==> config.mk <==
export PLATFORM = sky130hd
export DESIGN_NAME = midi_note_to_dac_frame_flat
export DESIGN_NICKNAME = d
export VERILOG_FILES = /design/src/mntdf_pkg.sv /design/src/mntdf_if.sv /design/src/midi_note_to_dac_frame.sv /design/src/mntdf_parser.sv /design/src/mntdf_queue.sv /design/src/mntdf_framer.sv /design/src/flat_wrapper.sv
export SDC_FILE = /design/constraint.sdc
export NUM_CORES = 1
export LEC_CHECK = 0
export ABC_AREA = 1
export BUFFER_PORTS_ARGS = -buffer_cell sky130_fd_sc_hd__buf_4
export CAP_MARGIN = 20
export CORE_MARGIN = 2
export CORE_UTILIZATION = 51
export CTS_BUF_LIST = sky130_fd_sc_hd__clkbuf_16
export DETAILED_ROUTE_END_ITERATION = 10
export GPL_TIMING_DRIVEN = 0
export PLACE_DENSITY = 0.8
export REMOVE_ABC_BUFFERS = 1
export SYNTH_ARGS = -nofsm -noshare
export SYNTH_HDL_FRONTEND = slang
export SYNTH_HIERARCHICAL = 1
export SYNTH_SLANG_ARGS = --single-unit
==> constraint.sdc <==
create_clock -name clk_i -period 2.53 [get_ports clk_i]
set_input_delay 0.1265 -clock clk_i [delete_from_list [all_inputs] [get_ports clk_i]]
set_output_delay 0.1265 -clock clk_i [all_outputs]
set_load 0.05 [all_outputs]
==> src/mntdf_pkg.sv <==
// Shared types, constants and pitch code table for the MIDI note to DAC frame block.
`default_nettype none
package mntdf_pkg;

  localparam int unsigned NOTE_COUNT = 61;
  localparam int unsigned QUEUE_DEPTH = 2;
  localparam int unsigned QUEUE_PTR_W = $clog2(QUEUE_DEPTH);
  localparam int unsigned QUEUE_CNT_W = $clog2(QUEUE_DEPTH + 1);

  localparam logic [7:0] DAC_ADDR_RESET = 8'h20;
  localparam logic [7:0] STATUS_LOW     = 8'h80;
  localparam logic [7:0] SYSTEM_LOW     = 8'hF0;
  localparam logic [3:0] NOTE_ON_NIBBLE = 4'h9;
  localparam logic [3:0] CMD_WRITE_LOAD = 4'hB;
  localparam logic [7:0] LOW_BYTE_MASK  = 8'hF0;

  typedef enum logic [1:0] {
    PH_STATUS = 2'd0,
    PH_NOTE   = 2'd1,
    PH_VEL    = 2'd2,
    PH_SPARE  = 2'd3
  } parse_phase_e;

  typedef enum logic [1:0] {
    SLOT_ADDR  = 2'd0,
    SLOT_CMD   = 2'd1,
    SLOT_HIGH  = 2'd2,
    SLOT_LOW   = 2'd3
  } frame_slot_e;

  typedef struct packed {
    logic [3:0] channel;
    logic [6:0] note;
  } note_cmd_t;

  function automatic logic [15:0] pitch_code(input logic [6:0] idx);
    logic [15:0] code;
    unique case (idx)
      7'd0:  code = 16'h0000;  7'd1:  code = 16'h0440;  7'd2:  code = 16'h0880;
      7'd3:  code = 16'h0CD0;  7'd4:  code = 16'h1110;  7'd5:  code = 16'h1550;
      7'd6:  code = 16'h19A0;  7'd7:  code = 16'h1DE0;  7'd8:  code = 16'h2220;
      7'd9:  code = 16'h2660;  7'd10: code = 16'h2AA0;  7'd11: code = 16'h2EF0;
      7'd12: code = 16'h3330;  7'd13: code = 16'h3770;  7'd14: code = 16'h3BC0;
      7'd15: code = 16'h4000;  7'd16: code = 16'h4440;  7'd17: code = 16'h4880;
      7'd18: code = 16'h4CC0;  7'd19: code = 16'h5110;  7'd20: code = 16'h5550;
      7'd21: code = 16'h5990;  7'd22: code = 16'h5DE0;  7'd23: code = 16'h6220;
      7'd24: code = 16'h6660;  7'd25: code = 16'h6AA0;  7'd26: code = 16'h6EE0;
      7'd27: code = 16'h7330;  7'd28: code = 16'h7770;  7'd29: code = 16'h7BB0;
      7'd30: code = 16'h8000;  7'd31: code = 16'h8440;  7'd32: code = 16'h8880;
      7'd33: code = 16'h8CC0;  7'd34: code = 16'h9100;  7'd35: code = 16'h9550;
      7'd36: code = 16'h9990;  7'd37: code = 16'h9DD0;  7'd38: code = 16'hA220;
      7'd39: code = 16'hA660;  7'd40: code = 16'hAAA0;  7'd41: code = 16'hAEE0;
      7'd42: code = 16'hB320;  7'd43: code = 16'hB770;  7'd44: code = 16'hBBB0;
      7'd45: code = 16'hBFF0;  7'd46: code = 16'hC440;  7'd47: code = 16'hC880;
      7'd48: code = 16'hCCC0;  7'd49: code = 16'hD100;  7'd50: code = 16'hD550;
      7'd51: code = 16'hD990;  7'd52: code = 16'hDDD0;  7'd53: code = 16'hE210;
      7'd54: code = 16'hE660;  7'd55: code = 16'hEAA0;  7'd56: code = 16'hEEE0;
      7'd57: code = 16'hF320;  7'd58: code = 16'hF760;  7'd59: code = 16'hFBB0;
      default: code = 16'hFFF0;
    endcase
    return code;
  endfunction

endpackage
`default_nettype wire

==> src/mntdf_if.sv <==
// Valid/ready channel interfaces for received MIDI bytes and DAC frame bytes.
`default_nettype none
interface midi_byte_if;
  logic       valid;
  logic       ready;
  logic [7:0] rx_byte;

  modport source (output valid, output rx_byte, input ready);
  modport sink (input valid, input rx_byte, output ready);
endinterface

interface dac_frame_if;
  logic       valid;
  logic       ready;
  logic [7:0] tx_byte;
  logic       frame_start;
  logic       frame_last;

  modport source (output valid, output tx_byte, output frame_start, output frame_last,
                  input ready);
  modport sink (input valid, input tx_byte, input frame_start, input frame_last,
                output ready);
endinterface
`default_nettype wire

==> src/midi_note_to_dac_frame.sv <==
// MIDI note-on to DAC write frame converter: top level.
//
// midi_rx takes one received MIDI byte per beat (valid/ready). The parser
// waits for a channel status byte, then takes two data bytes; a note-on with
// non-zero velocity and an in-range note queues one command.
// dac_tx gives four beats per command: device address (frame_start set),
// 0xB0 ORed with the channel, pitch code high byte, and pitch code low byte
// masked to its top nibble (frame_last set).
// The device address register is written with cfg_we_i/cfg_wdata_i; the user must do so
// only while the block is idle, which the block itself does not enforce; reset loads 0x20.
// The velocity beat pushes a command into the queue; the framer then loads the first frame beat from it.
// Throughput: one input beat per cycle while the two-entry command queue
// has room; the sender gives one output beat per cycle from the single
// output register while dac_tx is ready and a command is queued.
// When dac_tx stalls, the output register holds its beat, the queue fills,
// and midi_rx ready drops once both queue entries are taken.
// Reset clears the parser state, the queue pointers and count, and the output valid and slot.
`default_nettype none
module midi_note_to_dac_frame (
  input  wire logic       clk_i,
  input  wire logic       rst_ni,
  input  wire logic       cfg_we_i,
  input  wire logic [7:0] cfg_wdata_i,
  midi_byte_if.sink       midi_rx,
  dac_frame_if.source     dac_tx
);

  logic [7:0]           dac_addr_q;
  logic                 q_push, q_pop, q_full, q_empty;
  mntdf_pkg::note_cmd_t push_cmd, head_cmd;

  always_ff @(posedge clk_i or negedge rst_ni) begin
    if (!rst_ni) begin
      dac_addr_q <= mntdf_pkg::DAC_ADDR_RESET;
    end else if (cfg_we_i) begin
      dac_addr_q <= cfg_wdata_i;
    end
  end

  mntdf_parser u_parser (
    .clk_i      (clk_i),
    .rst_ni     (rst_ni),
    .rx_valid_i (midi_rx.valid),
    .rx_ready_o (midi_rx.ready),
    .rx_byte_i  (midi_rx.rx_byte),
    .q_full_i   (q_full),
    .q_push_o   (q_push),
    .q_cmd_o    (push_cmd)
  );

  mntdf_queue u_queue (
    .clk_i      (clk_i),
    .rst_ni     (rst_ni),
    .push_i     (q_push),
    .push_cmd_i (push_cmd),
    .full_o     (q_full),
    .pop_i      (q_pop),
    .head_cmd_o (head_cmd),
    .empty_o    (q_empty)
  );

  mntdf_framer u_framer (
    .clk_i         (clk_i),
    .rst_ni        (rst_ni),
    .dac_addr_i    (dac_addr_q),
    .cmd_i         (head_cmd),
    .cmd_empty_i   (q_empty),
    .cmd_pop_o     (q_pop),
    .tx_valid_o    (dac_tx.valid),
    .tx_ready_i    (dac_tx.ready),
    .tx_byte_o     (dac_tx.tx_byte),
    .frame_start_o (dac_tx.frame_start),
    .frame_last_o  (dac_tx.frame_last)
  );

endmodule
`default_nettype wire

==> src/mntdf_parser.sv <==
// Front end: MIDI message parser that queues note-on commands.
`default_nettype none
module mntdf_parser (
  input  wire logic                 clk_i,
  input  wire logic                 rst_ni,
  input  wire logic                 rx_valid_i,
  output logic                      rx_ready_o,
  input  wire logic [7:0]           rx_byte_i,
  input  wire logic                 q_full_i,
  output logic                      q_push_o,
  output mntdf_pkg::note_cmd_t      q_cmd_o
);

  mntdf_pkg::parse_phase_e phase_q, phase_d;
  logic [7:0] status_q, status_d;
  logic [7:0] note_q, note_d;
  logic       beat;
  logic       is_note_on;

  assign rx_ready_o = !q_full_i;
  assign beat       = rx_valid_i && rx_ready_o;
  assign is_note_on = (status_q[7:4] == mntdf_pkg::NOTE_ON_NIBBLE) && (rx_byte_i != 8'd0)
                      && (note_q < 8'(mntdf_pkg::NOTE_COUNT));

  always_comb begin
    phase_d  = phase_q;
    status_d = status_q;
    note_d   = note_q;
    q_push_o = 1'b0;
    if (beat) begin
      unique case (phase_q)
        mntdf_pkg::PH_NOTE: begin
          note_d  = rx_byte_i;
          phase_d = mntdf_pkg::PH_VEL;
        end
        mntdf_pkg::PH_VEL: begin
          phase_d  = mntdf_pkg::PH_STATUS;
          q_push_o = is_note_on;
        end
        default: begin
          phase_d = mntdf_pkg::PH_STATUS;
          if (rx_byte_i >= mntdf_pkg::STATUS_LOW && rx_byte_i < mntdf_pkg::SYSTEM_LOW) begin
            status_d = rx_byte_i;
            phase_d  = mntdf_pkg::PH_NOTE;
          end
        end
      endcase
    end
  end

  assign q_cmd_o.channel = status_q[3:0];
  assign q_cmd_o.note    = note_q[6:0];

  always_ff @(posedge clk_i or negedge rst_ni) begin
    if (!rst_ni) begin
      phase_q  <= mntdf_pkg::PH_STATUS;
      status_q <= 8'd0;
      note_q   <= 8'd0;
    end else begin
      phase_q  <= phase_d;
      status_q <= status_d;
      note_q   <= note_d;
    end
  end

endmodule
`default_nettype wire

==> src/mntdf_queue.sv <==
// Short command queue between the parser and the frame sender.
`default_nettype none
module mntdf_queue (
  input  wire logic                 clk_i,
  input  wire logic                 rst_ni,
  input  wire logic                 push_i,
  input  mntdf_pkg::note_cmd_t      push_cmd_i,
  output logic                      full_o,
  input  wire logic                 pop_i,
  output mntdf_pkg::note_cmd_t      head_cmd_o,
  output logic                      empty_o
);

  mntdf_pkg::note_cmd_t mem_q [mntdf_pkg::QUEUE_DEPTH];
  logic [mntdf_pkg::QUEUE_PTR_W-1:0] wr_ptr_q, rd_ptr_q;
  logic [mntdf_pkg::QUEUE_CNT_W-1:0] count_q;

  assign full_o     = (count_q == mntdf_pkg::QUEUE_CNT_W'(mntdf_pkg::QUEUE_DEPTH));
  assign empty_o    = (count_q == '0);
  assign head_cmd_o = mem_q[rd_ptr_q];

  always_ff @(posedge clk_i) begin
    if (push_i) begin
      mem_q[wr_ptr_q] <= push_cmd_i;
    end
  end

  always_ff @(posedge clk_i or negedge rst_ni) begin
    if (!rst_ni) begin
      wr_ptr_q <= '0;
      rd_ptr_q <= '0;
      count_q  <= '0;
    end else begin
      if (push_i) begin
        wr_ptr_q <= wr_ptr_q + 1'b1;
      end
      if (pop_i) begin
        rd_ptr_q <= rd_ptr_q + 1'b1;
      end
      if (push_i && !pop_i) begin
        count_q <= count_q + 1'b1;
      end else if (pop_i && !push_i) begin
        count_q <= count_q - 1'b1;
      end
    end
  end

endmodule
`default_nettype wire

==> src/mntdf_framer.sv <==
// Back end: serializes one queued note-on into a four-beat DAC write frame.
`default_nettype none
module mntdf_framer (
  input  wire logic                 clk_i,
  input  wire logic                 rst_ni,
  input  wire logic [7:0]           dac_addr_i,
  input  mntdf_pkg::note_cmd_t      cmd_i,
  input  wire logic                 cmd_empty_i,
  output logic                      cmd_pop_o,
  output logic                      tx_valid_o,
  input  wire logic                 tx_ready_i,
  output logic [7:0]                tx_byte_o,
  output logic                      frame_start_o,
  output logic                      frame_last_o
);

  mntdf_pkg::frame_slot_e slot_q;
  logic        valid_q;
  logic [7:0]  byte_q, byte_d;
  logic        start_q, last_q;
  logic        load;
  logic [15:0] code;

  assign code      = mntdf_pkg::pitch_code(cmd_i.note);
  assign load      = !cmd_empty_i && (!valid_q || tx_ready_i);
  assign cmd_pop_o = load && (slot_q == mntdf_pkg::SLOT_LOW);

  always_comb begin
    unique case (slot_q)
      mntdf_pkg::SLOT_ADDR: byte_d = dac_addr_i;
      mntdf_pkg::SLOT_CMD:  byte_d = {mntdf_pkg::CMD_WRITE_LOAD, cmd_i.channel};
      mntdf_pkg::SLOT_HIGH: byte_d = code[15:8];
      default:              byte_d = code[7:0] & mntdf_pkg::LOW_BYTE_MASK;
    endcase
  end

  always_ff @(posedge clk_i) begin
    if (load) begin
      byte_q  <= byte_d;
      start_q <= (slot_q == mntdf_pkg::SLOT_ADDR);
      last_q  <= (slot_q == mntdf_pkg::SLOT_LOW);
    end
  end

  always_ff @(posedge clk_i or negedge rst_ni) begin
    if (!rst_ni) begin
      valid_q <= 1'b0;
      slot_q  <= mntdf_pkg::SLOT_ADDR;
    end else begin
      if (load) begin
        valid_q <= 1'b1;
        slot_q  <= mntdf_pkg::frame_slot_e'(slot_q + 2'd1);
      end else if (tx_ready_i) begin
        valid_q <= 1'b0;
      end
    end
  end

  assign tx_valid_o    = valid_q;
  assign tx_byte_o     = byte_q;
  assign frame_start_o = start_q;
  assign frame_last_o  = last_q;

endmodule
`default_nettype wire
==> src/flat_wrapper.sv <==
// flat-port wrapper written by rule: the top's interface ports become plain ports
module midi_note_to_dac_frame_flat 
  (clk_i, rst_ni, cfg_we_i, cfg_wdata_i, midi_rx_valid, midi_rx_rx_byte, midi_rx_ready, dac_tx_valid, dac_tx_tx_byte, dac_tx_frame_start, dac_tx_frame_last, dac_tx_ready);
  midi_byte_if midi_rx_i ();
  dac_frame_if dac_tx_i ();
  input  wire logic clk_i;
  input  wire logic rst_ni;
  input  wire logic cfg_we_i;
  input  wire logic [7:0] cfg_wdata_i;
  input wire logic [$bits(midi_rx_i.valid)-1:0] midi_rx_valid;
  input wire logic [$bits(midi_rx_i.rx_byte)-1:0] midi_rx_rx_byte;
  output wire logic [$bits(midi_rx_i.ready)-1:0] midi_rx_ready;
  output wire logic [$bits(dac_tx_i.valid)-1:0] dac_tx_valid;
  output wire logic [$bits(dac_tx_i.tx_byte)-1:0] dac_tx_tx_byte;
  output wire logic [$bits(dac_tx_i.frame_start)-1:0] dac_tx_frame_start;
  output wire logic [$bits(dac_tx_i.frame_last)-1:0] dac_tx_frame_last;
  input wire logic [$bits(dac_tx_i.ready)-1:0] dac_tx_ready;
  assign midi_rx_i.valid = midi_rx_valid;
  assign midi_rx_i.rx_byte = midi_rx_rx_byte;
  assign midi_rx_ready = midi_rx_i.ready;
  assign dac_tx_valid = dac_tx_i.valid;
  assign dac_tx_tx_byte = dac_tx_i.tx_byte;
  assign dac_tx_frame_start = dac_tx_i.frame_start;
  assign dac_tx_frame_last = dac_tx_i.frame_last;
  assign dac_tx_i.ready = dac_tx_ready;
  midi_note_to_dac_frame u_core (.clk_i(clk_i), .rst_ni(rst_ni), .cfg_we_i(cfg_we_i), .cfg_wdata_i(cfg_wdata_i), .midi_rx(midi_rx_i), .dac_tx(dac_tx_i));
endmodule
==> results_dict.tcl, run 1 <==
set metrics [dict create \
    netlist_area_um2 3500 \
    crit_family "simple AND/OR/NAND/NOR gates" \
    critical_path_arrival_ns 2.41 \
    cts_setup_buffers 0 \
    drive_gt1_frac 0.198 \
    cts_root_buffer "clkbuf_16" \
    drtPass1Iterations 4 \
    ios 33 \
    via_count 2519 \
    slew_viol_final 0 \
    cpPeakStageDelay_ns 0.57 \
    status "finished clean" \
    portBuffers 32 \
    num_rows 30 \
    yosysWarnings 6 \
    power_density_nw_per_um2 1200 \
    cts_sinks 65 \
    setup_viol 0 \
    synth_top_flop_cell "edfxtp_1" \
    area_growth_pct 14.7 \
    grt_pass1_wl_um 10700 \
    grt_pass1_vias 2367 \
    cts_max_path_buffers 2 \
    max_cap_violations 0 \
    leakage_nw 1.92 \
    multi_input_area_um2 1380 \
    grt_setup_unrepaired "no" \
    yosysSeqAreaShare 0.511 \
    ys_types 31 \
    hpwl_um 4590 \
    drcViolationCount 0 \
    cp_cell_sequence "mux2_4 -> inv_1 -> ha_1 -> nand3_1 -> nand2_1 -> nand2_1 -> nand3_1 -> nand2_1 -> nand2_1 -> nor2_1 -> a21oi_1" \
    period_share 0.926 \
    critPathLaunchType "flop" \
    routed_wl_um 6440 \
    avgSynthCellArea_um2 9.38 \
    worstMarginPinSlew_ns 0.908 \
    path_max_fanout 12 \
    critical_path_buf_inv_count 1 \
    finalSetupTns_ns 0 \
    insertion_delay_ns 0.32 \
    routedWlPerCell_um 13.3 \
    synth_edf_count 32 \
    hold_viol 0 \
    cts_buffers 9 \
    ir_drop_mv 0.562 \
    die_y_um 86.8 \
    grt_usage 0.184 \
    cts_tree "built" \
    path_clk_slew_ns 0.05 \
    insertedDiodeCount 0 \
    finalPower_mw 4.82 \
    antenna_found_initial 0 \
    synthArstFlopShare 0.508 \
    synth_cells 373 \
    coreArea_um2 6720 \
    drtIter0Drc 120 \
    place_congestion 0.969 \
    relSlewSlack 0.392 \
    antenna_left 0 \
    final_cells 485 \
    vias_per_cell 5.19 \
    timing.critical_path.mode_cell "nand2_1" \
    htreeDepth 3 \
    slowest_stage "dfrtp_4" \
    hold_path.class "input port to flop" \
    synth.ff_latch_count 65 \
    register_area_um2 1790 \
    grt_max_degree 34 \
    dieWidth_um 86.8 \
    cp.required_ns 2.60 \
    cp-end-kind "flop" \
    die_area_um2 7540 \
    grt-ovfl-total 0 \
    critical_path_class "flop to flop" \
    placed_cells 466 \
    nets 440 \
    clock-skew-final_ns 0.00571 \
    start_util 0.520 \
    timing.fmax_ghz 0.427 \
    min_period_ns 2.34 \
    fillCellCount 541 \
]
state kept, by name, indices dropped and copies added, names as in the netlist:
signal and flops:
u_core/u_queue/mem_q 22, u_core/dac_addr_q 8, u_core/u_framer/tx_byte_o 8, u_core/u_parser/note_q 8
u_core/u_parser/status_q 8, u_core/u_framer/slot_q 2, u_core/u_parser/phase_q 2, u_core/u_queue/count_q 2
u_core/u_framer/frame_last_o 1, u_core/u_framer/frame_start_o 1, u_core/u_framer/tx_valid_o 1, u_core/u_queue/rd_ptr_q 1
u_core/u_queue/wr_ptr_q 1
cell families (layout without fill, tap and decap cells):
kind of cell,count (synthesis),count (layout),share of synthesized area
xor gates and xnor gates,4,4,0.0100
AOI/OAI and AO/OA,47,47,0.0816
adders and majority gates,19,19,0.0680
muxes,11,11,0.0451
buffers and inverters,64,96,0.0934
DFF,65,65,0.511
and+or+nand+nor,163,163,0.191
metal layers:
| metal | part of all wire | track usage | routed length [um] |
|---|---|---|---|
| met1 | 0.43 | 0.226 | 2790 |
| met2 | 0.50 | 0.308 | 3210 |
| met3 | 0.051 | 0.0438 | 328 |
| met4 | 0.017 | 0.0838 | 112 |
| met5 | 0 | 0 | 0 |
per-stage QoR:
stage	instance area, um^2	hold WS [ns]	worst slack, ns	utilization
final	4010	0.00867	0.186	0.597
after global routing	4010	0.0126	0.0321	0.597
after CTS	4010	0.000917	0.175	0.597
after detailed placement	3680	0.0977	0.00472	0.548
after global placement	3680	0.0944	0.0694	0.547
after floorplan	3340	-0.169	0.240	-
cell type report:
class                           count  area share
Clock buffer                        9      0.0561
Inverter                           44      0.0412
Multi-Input combinational cell    244       0.345
Timing Repair Buffer               36      0.0692
Clock inverter                      7      0.0172
Sequential cell                    65       0.447
Tap cell                           80      0.0250
repair_timing:
| item | 4_1_cts | 5_1_grt |
|---|---|---|
| gates resized for setup | 1 | 1 |
| setup endpoints to repair | 2 | 1 |
| cloned | 0 | 0 |
| hold buffers | 3 | 0 |
| hold endpoints to repair | 34 | 0 |
worst reg2reg max path, delay by kind of cell (launching register included):
kind	cells	cell delay [ns]
adder cells (fa/ha/maj)	1	0.32
AND/OR/NAND/NOR	7	0.57
flip-flops	1	0.57
buffers and inverters	1	0.18
AO/OA/AOI/OAI	1	0.05
multiplexers	1	0.39
power by group:
part / internal, mW / leakage, nW / switching (mW)
registers: 1.51 / 0.698 / 0.228
clock network: 0.759 / 0.143 / 0.431
logic: 0.683 / 1.08 / 1.21
final timing paths:
kind	startpoint	endpoint	slack [ns]	cells past startpoint
max in group asynchronous	rst_ni	u_core/u_queue/rd_ptr_q	1.90	2
min in group asynchronous	rst_ni	u_core/u_parser/phase_q[1]	0.29	2
setup reg to reg	u_core/u_queue/rd_ptr_q	u_core/u_framer/tx_byte_o[6]	0.19	11
hold / removal	cfg_wdata_i[5]	u_core/dac_addr_q[5]	0.009	3
setup / recovery	u_core/u_queue/rd_ptr_q	u_core/u_framer/tx_byte_o[6]	0.19	11
hold reg to reg	u_core/u_parser/status_q[7]	u_core/u_parser/status_q[7]	0.46	2
placed cells by master, fill, tap and decap left out, drive strengths merged, types with 2 or more instances in the layout:
master	instances
nor2	18
nand4	2
inv	45
a21oi	14
a22o	4
ha	19
o21ai	25
mux2	11
nand3	22
clkbuf	9
edfxtp	32
nand2	117
or2	2
buf	33
clkinv	4
dlygate4sd3	3
dfrtp	32
xor2	3
cell usage after synthesis (2+ instances only):
cell type / n / area [um^2]
buf_6: 5 / 56.3
buf_4: 13 / 97.6
mux2_2: 2 / 22.5
o21ai_2: 7 / 61.3
clkbuf_1: 2 / 7.51
nand4_1: 2 / 12.5
nand2_2: 4 / 25.0
a21oi_1: 14 / 70.1
ha_1: 19 / 238
a22o_1: 4 / 35.0
o21ai_0: 11 / 55.1
o21ai_1: 7 / 35.0
nand3_1: 22 / 110
inv_1: 39 / 146
nand2_1: 113 / 424
dfrtp_1: 32 / 801
or2_2: 2 / 12.5
nor2_1: 17 / 63.8
xor2_1: 3 / 26.3
inv_2: 5 / 18.8
edfxtp_1: 32 / 961
mux2_4: 9 / 135
Power figures use the tool's default switching activity.
==> run 2, diff against run 1 <==
- CORE_UTILIZATION: 51 -> 55
- PLACE_DENSITY: 0.8 -> 0.85
==> results_dict.tcl, run 2 (synthesis results as in run 1) <==
set metrics [dict create \
    max_cap_violations 0 \
    layout_commonest_cell "nand2_1" \
    drtIter0Drc 147 \
    period_share 0.937 \
    cp-startpoint "u_core/u_queue/rd_ptr_q" \
    min_from "cfg_wdata_i[3]" \
    path_max_fanout 12 \
    critical_path_arrival_ns 2.43 \
    start_util 0.560 \
    setup_viol 0 \
    fillCellCount 469 \
    grt_setup_unrepaired "no" \
    ios 33 \
    hold_path.class "input port to flop" \
    num_rows 29 \
    grt-ovfl-total 0 \
    cts_tree "built" \
    dieWidth_um 83.7 \
    die_y_um 83.7 \
    gr-usage-met2 0.320 \
    hold_slack_ns 0.0115 \
    power_density_nw_per_um2 1180 \
    cts_max_path_buffers 2 \
    hpwl_um 4540 \
    grt_usage 0.196 \
    leakage_nw 1.91 \
    insertedDiodeCount 0 \
    layout_common_cells "nand2_1 (113), inv_1 (41), buf_4 (33), edfxtp_1 (32), dfrtp_1 (31)" \
    cts_sinks 65 \
    multi_input_area_um2 1380 \
    insertion_delay_ns 0.32 \
    ir_drop_mv 0.918 \
    drive_gt1_frac 0.190 \
    htreeDepth 3 \
    grt_max_degree 34 \
    clock-skew-final_ns 0.00679 \
    cp-end-kind "flop" \
    relSlewSlack 0.387 \
    rr_worst_depth 11 \
    vias_per_cell 5.34 \
    antenna_found_initial 0 \
    via_count 2573 \
    finalSetupTns_ns 0 \
    portBuffers 32 \
    largest_reg_flops 22 \
    timing.fmax_ghz 0.422 \
    regMostFlops "u_core/u_queue/mem_q" \
    routed_wl_um 6360 \
    use_met1 0.237 \
    timing.rr.end "u_core/u_framer/tx_byte_o[6]" \
    critPathLaunchType "flop" \
    cp.required_ns 2.59 \
    place_congestion 0.931 \
    register_area_um2 1790 \
    critical_path.endpoint "u_core/u_framer/tx_byte_o[6]" \
    drtPass1Iterations 5 \
    busiest_layer "met2" \
    routedWlPerCell_um 13.2 \
    cts_root_buffer "clkbuf_16" \
    grt_pass1_wl_um 11000 \
    rrSetupSlack_ns 0.16 \
    cts_buffers 9 \
    min_period_ns 2.37 \
    antenna_left 0 \
    worstMarginPinSlew_ns 0.916 \
    drcViolationCount 0 \
    coreArea_um2 6240 \
    slew_viol_final 0 \
    cts_setup_buffers 0 \
    path_clk_slew_ns 0.05 \
    critical_path_class "flop to flop" \
    nets 440 \
    area_growth_pct 13.5 \
    grt_pass1_vias 2482 \
    hold_viol 0 \
    die_area_um2 7010 \
    status "finished clean" \
    r2r_start "u_core/u_queue/rd_ptr_q" \
    use_met3 0.0504 \
]
[run 2: where the power goes]
part           total, mW  internal (mW)  switching [mW]
Clock               1.04          0.642           0.400
Sequential          1.73           1.50           0.229
Combinational       1.89          0.681            1.21
Total               4.67           2.83            1.84
[run 2: timing repair]
action | 4_1_cts | 5_1_grt
endpoints found under the hold margin | 34 | 0
endpoints found under the setup margin | 1 | 0
hold buffers | 3 | 0
resized for setup | 1 | 0
[run 2: critical path: stages (launching register included)]
cell	delay [ns]
dfrtp_2	0.57
mux2_2	0.46
inv_1	0.15
ha_1	0.30
nand3_1	0.10
nand2_1	0.05
nand2_1	0.07
nand3_1	0.08
nand2_1	0.09
nand2_1	0.06
nor2_1	0.10
a21oi_1	0.06
[run 2: cell type report]
type / instances / share of cell area
sequential: 65 / 0.451
clock inverter: 7 / 0.00820
timing repair buffer: 36 / 0.0700
multi-input combinational: 244 / 0.348
inverter: 44 / 0.0416
clock buffer: 9 / 0.0567
tap: 77 / 0.0243
[run 2: routing by layer]
metal  share of wire  vias up  routed length [um]
li1                -     1257                   -
met1            0.42     1203                2650
met2            0.50       98                3190
met3           0.058       15                 366
met5               0        -                   0
met4           0.025        0                 160
[run 2: worst min-delay path by stage]
| stage | end | slack, ns | cells past startpoint |
|---|---|---|---|
| after floorplan | u_core/dac_addr_q[0] | -0.17 | 0 |
| after global placement | u_core/u_parser/phase_q[1] | 0.09 | 1 |
| after detailed placement | u_core/u_parser/phase_q[1] | 0.1 | 1 |
| final | u_core/dac_addr_q[3] | 0.01 | 3 |
| after global routing | u_core/dac_addr_q[5] | 0.02 | 3 |
| after CTS | u_core/dac_addr_q[3] | 0.006 | 3 |
[run 2: stage by stage]
step	std cells	worst slack, ns	instance area [um^2]	utilization	power [mW]
after global routing	482	0.00885	3970	0.636	4.97
after CTS	481	0.0367	3960	0.635	4.67
after detailed placement	462	0.000808	3670	0.588	3.60
after global placement	462	0.0763	3670	0.588	3.52
after floorplan	353	0.240	3340	-	3.12
final	482	0.159	3970	0.636	4.67
